File: config.mk
export PLATFORM = sky130hd
export DESIGN_NAME = dosing_pump_duty_timer_core_flat
export DESIGN_NICKNAME = d
export VERILOG_FILES = /design/src/dpdt_pkg.sv /design/src/dpdt_cfg_if.sv /design/src/dpdt_req_if.sv /design/src/dpdt_res_if.sv /design/src/dosing_pump_duty_timer_core.sv /design/src/dpdt_ontime_div.sv /design/src/flat_wrapper.sv
export SDC_FILE = /design/constraint.sdc
export NUM_CORES = 2
export LEC_CHECK = 0
export BUFFER_PORTS_ARGS = -buffer_cell sky130_fd_sc_hd__buf_2
export CORE_ASPECT_RATIO = 1.5
export CORE_UTILIZATION = 50
export DETAILED_ROUTE_END_ITERATION = 16
export PLACE_DENSITY = 0.79
export SYNTH_ARGS = -nofsm -noshare
export SYNTH_HDL_FRONTEND = slang
export SYNTH_SLANG_ARGS = --single-unit
export TNS_END_PERCENT = 100
File: constraint.sdc
create_clock -name clk -period 6.4 [get_ports clk]
set_input_delay 0.64 -clock clk [delete_from_list [all_inputs] [get_ports clk]]
set_output_delay 0.64 -clock clk [all_outputs]
set_load 0.02 [all_outputs]
File: src/dpdt_pkg.sv
`default_nettype none

package dpdt_pkg;

	// Request kinds
	typedef enum logic {
		REQ_TICK    = 1'b0,
		REQ_COMMAND = 1'b1
	} req_kind_t;

	// Held status
	typedef enum logic [1:0] {
		LVL_OK      = 2'd0,
		LVL_WARNING = 2'd1,
		LVL_ERROR   = 2'd2
	} health_level_t;

	typedef enum logic [1:0] {
		CODE_OK    = 2'd0,
		CODE_STALE = 2'd1,
		CODE_BELOW = 2'd2,
		CODE_ABOVE = 2'd3
	} fault_code_t;

	// Configuration register indexes
	typedef enum logic [1:0] {
		CFG_DOSING_PERIOD    = 2'd0,
		CFG_SHUTOFF_TIME     = 2'd1,
		CFG_DRIVE_ACTIVE_LOW = 2'd2
	} cfg_idx_t;

	localparam int CFG_IDX_W  = 2;
	localparam int CFG_DATA_W = 32;
	localparam int RATE_W     = 16;
	localparam int PERIOD_W   = 16;
	localparam int SHUTOFF_W  = 32;
	localparam int ONTIME_W   = 16;

	localparam logic [PERIOD_W-1:0]  PERIOD_RESET  = 16'd10000;
	localparam logic [SHUTOFF_W-1:0] SHUTOFF_RESET = 32'd60000;

	localparam logic [RATE_W-1:0] RATE_MIN = 16'd100;
	localparam logic [RATE_W-1:0] RATE_MAX = 16'd1000;

	// rate * period for an accepted rate (<= 1000) stays below 2^26
	localparam int PROD_W = 26;

	// x / 1000 = (x >> 3) / 125; the quotient by 125 is (y * RECIP_M) >> RECIP_SHIFT,
	// exact for every y below 2^23
	localparam int                PRE_SHIFT   = 3;
	localparam int                RECIP_W     = 24;
	localparam logic [RECIP_W-1:0] RECIP_M    = 24'd8589935;
	localparam int                RECIP_SHIFT = 30;

endpackage

`default_nettype wire

File: src/dpdt_cfg_if.sv
`default_nettype none

interface dpdt_cfg_if;
	logic                            valid;
	logic                            ready;
	logic [dpdt_pkg::CFG_IDX_W-1:0]  index;
	logic [dpdt_pkg::CFG_DATA_W-1:0] data;

	modport source (output valid, output index, output data, input ready);
	modport sink (input valid, input index, input data, output ready);
endinterface

`default_nettype wire

File: src/dpdt_req_if.sv
`default_nettype none

interface dpdt_req_if;
	logic                         valid;
	logic                         ready;
	logic                         req_type;
	logic [dpdt_pkg::RATE_W-1:0]  rate_ml_per_hour;

	modport source (output valid, output req_type, output rate_ml_per_hour, input ready);
	modport sink (input valid, input req_type, input rate_ml_per_hour, output ready);
endinterface

`default_nettype wire

File: src/dpdt_res_if.sv
`default_nettype none

interface dpdt_res_if;
	logic       valid;
	logic       ready;
	logic       drive_level;
	logic [1:0] health_level;
	logic [1:0] fault_code;

	modport source (output valid, output drive_level, output health_level,
		output fault_code, input ready);
	modport sink (input valid, input drive_level, input health_level,
		input fault_code, output ready);
endinterface

`default_nettype wire

File: src/dosing_pump_duty_timer_core.sv
// Channel  Dir  Payload                                       Accepted when
// cfg      in   index, data                                   valid && ready (ready always 1)
// req      in   req_type, rate_ml_per_hour                    valid && ready
// res      out  drive_level, health_level, fault_code         valid && ready
//
// One result per request, through the input stage and then the output register.
// Throughput is one request per cycle unless res stalls: an input stage and an
// output register, each freed as soon as the next stage takes its contents.
// The on-time multiply sits before the input stage, the divide by 1000 after it.
// arst_n clears the timers, the status and both stages at once.
// A stalled res holds its payload; req stays ready while the input stage can drain.
`default_nettype none

module dosing_pump_duty_timer_core #(
	parameter int TIME_BITS = 32
) (
	input wire logic clk,
	input wire logic arst_n,
	dpdt_cfg_if.sink   cfg,
	dpdt_req_if.sink   req,
	dpdt_res_if.source res
);
	localparam int CMP_W = (TIME_BITS > dpdt_pkg::SHUTOFF_W) ? TIME_BITS : dpdt_pkg::SHUTOFF_W;

	// configuration
	logic [dpdt_pkg::PERIOD_W-1:0]  dosing_period_q;
	logic [dpdt_pkg::SHUTOFF_W-1:0] shutoff_time_q;
	logic                           drive_active_low_q;

	// input stage
	logic                              valid_s1;
	dpdt_pkg::req_kind_t               kind_s1;
	logic [dpdt_pkg::RATE_W-1:0]       rate_s1;
	logic [dpdt_pkg::PROD_W-1:0]       prod_s1;

	// timer state
	logic [TIME_BITS-1:0]           time_now_q, last_cmd_q, last_phase_q;
	logic [dpdt_pkg::ONTIME_W-1:0]  on_time_q;
	logic                           pump_on_q, stale_q;
	dpdt_pkg::health_level_t        level_q;
	dpdt_pkg::fault_code_t          code_q;

	// output register
	logic                    res_valid_q;
	logic                    res_drive_q;
	dpdt_pkg::health_level_t res_level_q;
	dpdt_pkg::fault_code_t   res_code_q;

	logic out_free, go_s1, take_req;
	logic [dpdt_pkg::PROD_W-1:0]   prod_full;
	logic [dpdt_pkg::ONTIME_W-1:0] on_time_cmd;

	logic [TIME_BITS-1:0]          time_nx, last_cmd_nx, last_phase_nx;
	logic [TIME_BITS-1:0]          since_cmd, since_phase;
	logic [dpdt_pkg::ONTIME_W-1:0] on_time_nx, off_time;
	logic                          pump_nx, stale_nx;
	dpdt_pkg::health_level_t       level_nx;
	dpdt_pkg::fault_code_t         code_nx;
	logic                          rate_below, rate_above;

	assign out_free  = !res_valid_q || res.ready;
	assign go_s1     = valid_s1 && out_free;
	assign req.ready = !valid_s1 || out_free;
	assign take_req  = req.valid && req.ready;
	assign cfg.ready = 1'b1;

	// configuration writes
	always_ff @(posedge clk or negedge arst_n) begin
		if (!arst_n) begin
			dosing_period_q    <= dpdt_pkg::PERIOD_RESET;
			shutoff_time_q     <= dpdt_pkg::SHUTOFF_RESET;
			drive_active_low_q <= 1'b0;
		end else if (cfg.valid) begin
			unique case (dpdt_pkg::cfg_idx_t'(cfg.index))
				dpdt_pkg::CFG_DOSING_PERIOD:
					dosing_period_q <= cfg.data[dpdt_pkg::PERIOD_W-1:0];
				dpdt_pkg::CFG_SHUTOFF_TIME:
					shutoff_time_q <= cfg.data[dpdt_pkg::SHUTOFF_W-1:0];
				dpdt_pkg::CFG_DRIVE_ACTIVE_LOW:
					drive_active_low_q <= cfg.data[0];
				default: begin
				end
			endcase
		end
	end

	// on-time product ahead of the input stage
	assign prod_full = dpdt_pkg::PROD_W'(req.rate_ml_per_hour) *
		dpdt_pkg::PROD_W'(dosing_period_q);

	// input stage: load on transfer, drain into the output register
	always_ff @(posedge clk or negedge arst_n) begin
		if (!arst_n) begin
			valid_s1 <= 1'b0;
		end else if (req.ready) begin
			valid_s1 <= req.valid;
		end
	end

	always_ff @(posedge clk) begin
		if (take_req) begin
			kind_s1 <= dpdt_pkg::req_kind_t'(req.req_type);
			rate_s1 <= req.rate_ml_per_hour;
			prod_s1 <= prod_full;
		end
	end

	dpdt_ontime_div u_ontime_div (
		.product (prod_s1),
		.on_time (on_time_cmd)
	);

	// elapsed times against the advanced clock
	assign time_nx     = time_now_q + TIME_BITS'(1);
	assign since_cmd   = time_nx - last_cmd_q;
	assign since_phase = time_nx - last_phase_q;
	assign off_time    = (dosing_period_q > on_time_q) ? (dosing_period_q - on_time_q) :
		'0;
	assign rate_below  = (rate_s1 != '0) && (rate_s1 < dpdt_pkg::RATE_MIN);
	assign rate_above  = rate_s1 > dpdt_pkg::RATE_MAX;

	// next state for the item in the input stage
	always_comb begin
		last_cmd_nx   = last_cmd_q;
		last_phase_nx = last_phase_q;
		on_time_nx    = on_time_q;
		pump_nx       = pump_on_q;
		stale_nx      = stale_q;
		level_nx      = level_q;
		code_nx       = code_q;
		case (kind_s1)
			dpdt_pkg::REQ_TICK: begin
				if (!stale_q && (CMP_W'(since_cmd) > CMP_W'(shutoff_time_q))) begin
					// watchdog: stop and warn until a valid command
					pump_nx  = 1'b0;
					stale_nx = 1'b1;
					level_nx = dpdt_pkg::LVL_WARNING;
					code_nx  = dpdt_pkg::CODE_STALE;
				end else if (!stale_q) begin
					// end of the on or off phase; a fresh off phase cannot end the same tick
					if (pump_on_q && (since_phase > TIME_BITS'(on_time_q))) begin
						pump_nx       = 1'b0;
						last_phase_nx = time_nx;
					end else if (!pump_on_q && (since_phase > TIME_BITS'(off_time))) begin
						pump_nx       = 1'b1;
						last_phase_nx = time_nx;
					end
				end
			end
			default: begin
				if (rate_below) begin
					level_nx = dpdt_pkg::LVL_ERROR;
					code_nx  = dpdt_pkg::CODE_BELOW;
				end else if (rate_above) begin
					level_nx = dpdt_pkg::LVL_ERROR;
					code_nx  = dpdt_pkg::CODE_ABOVE;
				end else begin
					on_time_nx  = on_time_cmd;
					last_cmd_nx = time_now_q;
					stale_nx    = 1'b0;
					level_nx    = dpdt_pkg::LVL_OK;
					code_nx     = dpdt_pkg::CODE_OK;
				end
			end
		endcase
	end

	// commit state when the item leaves the input stage
	always_ff @(posedge clk or negedge arst_n) begin
		if (!arst_n) begin
			time_now_q   <= '0;
			last_cmd_q   <= '0;
			last_phase_q <= '0;
			on_time_q    <= '0;
			pump_on_q    <= 1'b0;
			stale_q      <= 1'b0;
			level_q      <= dpdt_pkg::LVL_OK;
			code_q       <= dpdt_pkg::CODE_OK;
		end else if (go_s1) begin
			if (kind_s1 == dpdt_pkg::REQ_TICK) begin
				time_now_q <= time_nx;
			end
			last_cmd_q   <= last_cmd_nx;
			last_phase_q <= last_phase_nx;
			on_time_q    <= on_time_nx;
			pump_on_q    <= pump_nx;
			stale_q      <= stale_nx;
			level_q      <= level_nx;
			code_q       <= code_nx;
		end
	end

	// output register
	always_ff @(posedge clk or negedge arst_n) begin
		if (!arst_n) begin
			res_valid_q <= 1'b0;
		end else if (out_free) begin
			res_valid_q <= valid_s1;
		end
	end

	always_ff @(posedge clk) begin
		if (go_s1) begin
			res_drive_q <= pump_nx ^ drive_active_low_q;
			res_level_q <= level_nx;
			res_code_q  <= code_nx;
		end
	end

	assign res.valid        = res_valid_q;
	assign res.drive_level  = res_drive_q;
	assign res.health_level = res_level_q;
	assign res.fault_code   = res_code_q;
endmodule

`default_nettype wire

File: src/dpdt_ontime_div.sv
`default_nettype none

// Divide the rate * period product by 1000 with a reciprocal multiply.
module dpdt_ontime_div (
	input  wire logic [dpdt_pkg::PROD_W-1:0]   product,
	output logic      [dpdt_pkg::ONTIME_W-1:0] on_time
);
	localparam int Y_W   = dpdt_pkg::PROD_W - dpdt_pkg::PRE_SHIFT;
	localparam int MUL_W = Y_W + dpdt_pkg::RECIP_W;

	logic [Y_W-1:0]   y;
	logic [MUL_W-1:0] full;

	// drop the factor of eight first, then divide by 125
	assign y    = product[dpdt_pkg::PROD_W-1:dpdt_pkg::PRE_SHIFT];
	assign full = MUL_W'(y) * MUL_W'(dpdt_pkg::RECIP_M);
	assign on_time = full[dpdt_pkg::RECIP_SHIFT +: dpdt_pkg::ONTIME_W];
endmodule

`default_nettype wire

File: src/flat_wrapper.sv
// flat-port wrapper written by rule: the top's interface ports become plain ports
module dosing_pump_duty_timer_core_flat 
#(
	parameter int TIME_BITS = 32
)
  (clk, arst_n, cfg_valid, cfg_index, cfg_data, cfg_ready, req_valid, req_req_type, req_rate_ml_per_hour, req_ready, res_valid, res_drive_level, res_health_level, res_fault_code, res_ready);
  dpdt_cfg_if cfg_i ();
  dpdt_req_if req_i ();
  dpdt_res_if res_i ();
  input wire logic clk;
  input wire logic arst_n;
  input wire logic [$bits(cfg_i.valid)-1:0] cfg_valid;
  input wire logic [$bits(cfg_i.index)-1:0] cfg_index;
  input wire logic [$bits(cfg_i.data)-1:0] cfg_data;
  output wire logic [$bits(cfg_i.ready)-1:0] cfg_ready;
  input wire logic [$bits(req_i.valid)-1:0] req_valid;
  input wire logic [$bits(req_i.req_type)-1:0] req_req_type;
  input wire logic [$bits(req_i.rate_ml_per_hour)-1:0] req_rate_ml_per_hour;
  output wire logic [$bits(req_i.ready)-1:0] req_ready;
  output wire logic [$bits(res_i.valid)-1:0] res_valid;
  output wire logic [$bits(res_i.drive_level)-1:0] res_drive_level;
  output wire logic [$bits(res_i.health_level)-1:0] res_health_level;
  output wire logic [$bits(res_i.fault_code)-1:0] res_fault_code;
  input wire logic [$bits(res_i.ready)-1:0] res_ready;
  assign cfg_i.valid = cfg_valid;
  assign cfg_i.index = cfg_index;
  assign cfg_i.data = cfg_data;
  assign cfg_ready = cfg_i.ready;
  assign req_i.valid = req_valid;
  assign req_i.req_type = req_req_type;
  assign req_i.rate_ml_per_hour = req_rate_ml_per_hour;
  assign req_ready = req_i.ready;
  assign res_valid = res_i.valid;
  assign res_drive_level = res_i.drive_level;
  assign res_health_level = res_i.health_level;
  assign res_fault_code = res_i.fault_code;
  assign res_i.ready = res_ready;
  dosing_pump_duty_timer_core #(.TIME_BITS(TIME_BITS)) u_core (.clk(clk), .arst_n(arst_n), .cfg(cfg_i), .req(req_i), .res(res_i));
endmodule
Word level (Yosys, flattened, before mapping)

Index checks and enable logic that the tools add are counted.

Register bits: 217
Input port bits: 56
Output and inout port bits: 8
Logic and storage cells: 84

$add $sub $neg: 4
Multiply operators: 2
Order comparisons: 6
Equal/unequal tests: 4
Multiplexer cells: 20
Bitwise operators: 6
Reductions and logical operators: 23

Operator list:

| operator                                                                | count |
|---|---|
| 32-bit by 16-bit > comparator with 1-bit output                         | 2 |
| 32-bit 2-to-1 mux                                                       | 2 |
| 32-bit subtractor                                                       | 2 |
| 23-bit by 24-bit multiplier with 46-bit output (second input constant)  | 1 |
| 32-bit by 1-bit adder with 32-bit output (second input constant)        | 1 |
| 32-bit > comparator                                                     | 1 |
| 16-bit by 16-bit multiplier with 26-bit output                          | 1 |
| 16-bit by 10-bit > comparator with 1-bit output (second input constant) | 1 |
| 16-bit > comparator                                                     | 1 |
| 16-bit by 7-bit < comparator with 1-bit output (second input constant)  | 1 |
| 16-bit 2-to-1 mux                                                       | 1 |
| 2-bit 2-to-1 mux                                                        | 8 |
| 16-bit nonzero test                                                     | 1 |
| 16-bit subtractor                                                       | 1 |
| 1-bit 2-to-1 mux                                                        | 9 |
| 2-bit AND reduction                                                     | 4 |
| 4-bit AND reduction                                                     | 2 |
| 1-bit logical AND                                                       | 6 |
| 1-bit inverter                                                          | 5 |
| 5-bit AND reduction                                                     | 1 |
| 1-bit zero test                                                         | 4 |
| 2-bit != test (second input constant)                                   | 2 |
| 2-bit nonzero test                                                      | 2 |
| 2-bit by 1-bit equality test with 1-bit output (second input constant)  | 1 |
| 4 further kinds                                                         | 5 |

Depth between registers and ports, before layout

Depth in word-level cells: 10
Depth in mapped cells: 34

Cells and area by module

Synthesis repeated with hierarchy kept, for this count alone.

Cell total of the unflattened synthesis: 3194
Area, all modules: 30197.7 µm²

By module, submodules not included:

| module                      | times used | cells an instance | area an instance (µm²) | seq. area each (µm²) |
|---|---|---|---|---|
| dosing_pump_duty_timer_core | 1          | 2332              | 21834.7                | 5685.5 |
| dpdt_ontime_div             | 1          | 862               | 8363.0                 | 0.0 |

Worst setup path before layout

Ideal clock, no wire load.

Path type: register to register
From: register u_core.prod_s1[23] in the netlist's numbering
To: register u_core.on_time_q[15] in the netlist's numbering
Library setup time: 0.132 ns
Arrival: 6.477 ns
Required time: 6.268 ns
Path slack: -0.209 ns
Stages on the path, launching flop included: 24
Buffers on the path: 0
Cells stage by stage: edfxtp_1 > fa_1 > inv_1 > fa_1 > inv_1 > fa_1 > fa_1 > fa_1 > inv_1 > fa_1 > inv_1 > fa_1 > ha_1 > nand3_1 > o221ai_1 > a2111o_1 > a21oi_1 > a21oi_1 > o21bai_1 > a221oi_1 > o21ai_0 > a31oi_1 > xnor2_1 > o21ai_0

Longest elaborated chain between the ends: 1

RTL lines:

| element                                        | line                               | source |
|---|---|---|
| start, declared                                | dosing_pump_duty_timer_core.sv:34  | `logic [dpdt_pkg::PROD_W-1:0] prod_s1;` |
| start signal, assigned                         | dosing_pump_duty_timer_core.sv:104 | `prod_s1 <= prod_full;` |
| 23-bit by 24-bit multiplier with 46-bit output | dpdt_ontime_div.sv:16              | `assign full = MUL_W'(y) * MUL_W'(dpdt_pkg::RECIP_M);` |
| end signal, assigned                           | dosing_pump_duty_timer_core.sv:185 | `on_time_q <= on_time_nx;` |
| end, declared                                  | dosing_pump_duty_timer_core.sv:38  | `logic [dpdt_pkg::ONTIME_W-1:0] on_time_q;` |

No other way between the ends.
A chain may end at the register's enable or synchronous reset.

Worst setup path in the final report

Ends and elaborated chain as after synthesis.

==> summary.txt <==
GRT
  • Total GRT Usage: 24.83%
  • Largest net degree at the start of global routing: 63
  • Vias in the first global route: ~24000
  • Total overflow reported by the global router: 0
  • First-pass GRT wire length: between 100000 and 150000 um
  • Initial antenna violation count: 0

Timing
  • RSZ-0062 raised after global routing: yes
  • Max_slew headroom: a little under a third
  • Crit path time final: 6.527 ns
  • Final Max Slew Viols: 0
  • Setup ws final: -0.1272 ns
  • Worst-Margin Slew: 1.037 ns
  • Setup tns final: -0.9069 ns
  • Setup violators final: 11
  • Fin Clk Skew: approximately 0.023 ns
  • Final hold violation count: 0
  • Period utilization: 102.0%
  • FMAX: between 150 and 200 MHz

Status
  • Status: finished with violations
  • Failing checks: negative setup slack

Place
  • Port Buf Inserts: just over 60
  • DP Worst Slack: -0.2701 ns
  • GPL Wtd Cong: 0.9601
  • Hpwl dp: about 62000 um
  • Placed cell area: between 30000 and 40000 sq um

Layout
  • Ant diodes: 0
  • Final #Nets: roughly 4300
  • Fin area: 33850 sq um
  • Layout cell share with drive strength beyond 1: between 15 and 20%
  • Fill count: 4881
  • Area delta synth->final: 13.69%

Run
  • Max-cap violations: 0

Clocking
  • Clock transition at the registers of the reported paths: ~0.07 ns
  • Num CTS Buffers: 23
  • Root Buffer: clkbuf_16
  • H-Tree Depth: 1
  • CTS Sinks: about 210
  • Clock Latency Late Sink: around 0.57 ns
  • Clock buffer depth: 3
  • CTS tree: done

Drt
  • Via count: around 23000
  • Routed Antenna Nets: 0
  • Via-to-Cell Ratio: between 5 and 6
  • Drt wl/cell: about 18 um
  • Initial DRC Count: around 1200
  • Pre-antenna DRT Iters: 5
  • Final WL: between 70000 and 80000 um
  • Drc violations: 0

Floorplan
  • IO Pins: 64
  • Initial cell density of the core: between 50 and 60%
  • Core Area: between 50000 and 60000 sq um
  • Die width: between 200 and 250 um
  • DIE AREA: ~61000 sq um
  • Die height: roughly 300 um
  • # rows: roughly 110

Synthesis
  • Sequential share of the synthesized area: between 10% and 20%
  • Synth top area share: 22.79%
  • Flops & latches, synth: around 210
  • Synthesized cell area: 29780 sq um
  • Synth Net Count: approximately 4000
  • Ys Warns: 0
  • Mapped Cells: 3171
  • Asr flop ratio synth: 78.97%
  • Predominant post-synthesis flop cell: dfrtp_1
  • Mean Syn Cell Area: 9.390 sq um
  • Area leader, netlist: fa_1
  • Synth area leaders: fa_1 (23%), ha_1 (19%), dfrtp_1 (13%)
  • Yosys cell types: 81
  • EDFF count, synth: 45

Critical path
  • CP Max Fanout: 3
  • Setup crit end kind: register
  • Critical Path Source Type: register
  • Crit Path Category: reg2reg
  • WP data required: ~7 ns
  • Arrival @ worst endpoint: about 7 ns

Hold path
  • Worst Hold Class: in2async
per-layer routing:
layer	global-route usage, %	wire (um)
met3	2.316	2879
met5	0	0
met1	26.71	27650
met2	46.18	39000
met4	16.43	5590
per-stage QoR:
stage               utilization [%]  hold WS [ns]  cells
finish                        57.46       0.05005   4204
global placement              54.85        0.4649   4140
global route                  57.46       0.08726   4204
floorplan                         -        0.3444   3171
detailed placement            54.85        0.4773   4140
CTS                           56.38       0.05882   4183
synthesized netlist by cell type (5+ instances only):
cell,count
a21o_1,56
nand3_1,52
a21oi_1,130
nand2b_1,17
nand3b_1,5
and4_1,6
edfxtp_1,45
a2111oi_0,8
and2_1,98
nor3_1,26
a31oi_1,13
o21a_1,18
dfrtp_1,157
nand2_1,310
o211ai_1,10
a31o_2,5
o21ai_0,114
o2111ai_1,5
nor2b_1,18
fa_1,339
nor2_1,102
dfstp_2,12
inv_1,658
ha_1,453
mux2i_1,5
a211oi_1,8
nor4_1,6
mux2_4,27
and3_1,27
clkbuf_1,64
mux2_2,50
o21bai_1,14
or2_2,11
xnor2_1,124
nand4_1,34
o31ai_1,5
or3_1,10
o311ai_0,5
xor2_1,46
placed cells by master (no fill, tap or decap), types with 22 or more instances in the layout:
cell / n
nand2_1: 305
buf_2: 61
mux2_2: 50
and3_1: 25
mux2_4: 27
xnor2_1: 118
nand3_1: 48
xor2_1: 44
nand4_1: 34
fa_1: 335
clkbuf_16: 24
inv_1: 651
a21o_1: 56
nor2_1: 97
edfxtp_1: 45
nor3_1: 22
buf_4: 221
ha_1: 438
and2_1: 97
o21ai_0: 105
dfrtp_1: 152
a21oi_1: 114
critical path, cell delays in order, from the launching register on:
cell and delay [ns]:
edfxtp_1 0.42, fa_1 0.60, inv_1 0.07, fa_1 0.49
inv_2 0.04, fa_1 0.52, fa_1 0.44, fa_1 0.51
inv_1 0.05, fa_1 0.47, inv_1 0.05, fa_1 0.51
ha_4 0.32, nand4_1 0.10, or3_1 0.40, nor3_1 0.17
o211ai_1 0.11, buf_4 0.17, a21oi_2 0.14, o21bai_4 0.16
a221oi_4 0.10, o21ai_2 0.19, a31oi_1 0.12, xnor2_1 0.13
o21ai_0 0.16
cell type report:
type / instances / area (sq um) / share of cell area, %
Sequential cell: 214 / 5605 / 16.56
Tap cell: 777 / 972.2 / 2.872
Multi-Input combinational cell: 2216 / 21800 / 64.40
Clock buffer: 27 / 610.6 / 1.804
Clock inverter: 15 / 180.2 / 0.5322
Inverter: 659 / 2474 / 7.307
Timing Repair Buffer: 296 / 2210 / 6.527
worst paths after layout:
check	end	cells after the start	start	slack (ns)
max in group asynchronous	u_core.dosing_period_q[6]$_DFFE_PN0P_	2	arst_n	5.17
setup / recovery	u_core.on_time_q[15]$_DFFE_PN0P_	24	u_core.prod_s1[23]$_DFFE_PP_	-0.13
hold / removal	u_core.shutoff_time_q[22]$_DFFE_PN0P_	1	arst_n	0.05
setup reg to reg	u_core.on_time_q[15]$_DFFE_PN0P_	24	u_core.prod_s1[23]$_DFFE_PP_	-0.13
hold reg to reg	u_core.code_q[1]$_DFFE_PN0P_	1	u_core.code_q[1]$_DFFE_PN0P_	0.49
min in group clk	u_core.shutoff_time_q[20]$_DFFE_PN0P_	2	cfg_data[20]	0.30
repair_timing:
| item | in CTS | in global routing |
|---|---|---|
| buffers inserted | 1 | 20 |
| pin swaps | 19 | 78 |
| cloned | 0 | 1 |
| hold buffers | 0 | 0 |
| gates resized for setup | 21 | 104 |
| endpoints found under the setup margin | 47 | 59 |
state kept, by name, indices dropped and copies added, names as in the netlist, 2 cells and up:
signal	cells
u_core.code_q	2
u_core.dosing_period_q	16
u_core.last_cmd_q	32
u_core.last_phase_q	32
u_core.level_q	2
u_core.on_time_q	16
u_core.prod_s1	23
u_core.rate_s1	16
u_core.res.fault_code	2
u_core.res.health_level	2
u_core.shutoff_time_q	32
u_core.time_now_q	32
logic make-up (layout without fill, tap and decap cells):
| kind of cell | count (synthesis) | count (layout) | share of synthesized area, % |
|---|---|---|---|
| other | 1 | 1 | 0.01259 |
| adders and majority gates | 792 | 792 | 41.83 |
| and+or+nand+nor | 740 | 740 | 11.95 |
| xor gates and xnor gates | 170 | 170 | 5.000 |
| AOI/OAI and AO/OA | 431 | 431 | 9.194 |
| DFF | 214 | 214 | 18.79 |
| buffers and inverters | 741 | 997 | 9.799 |
| muxes | 82 | 82 | 3.420 |
Power is not shown: default switching activity piles up to over one toggle a cycle in this logic, so the estimate is an artifact.
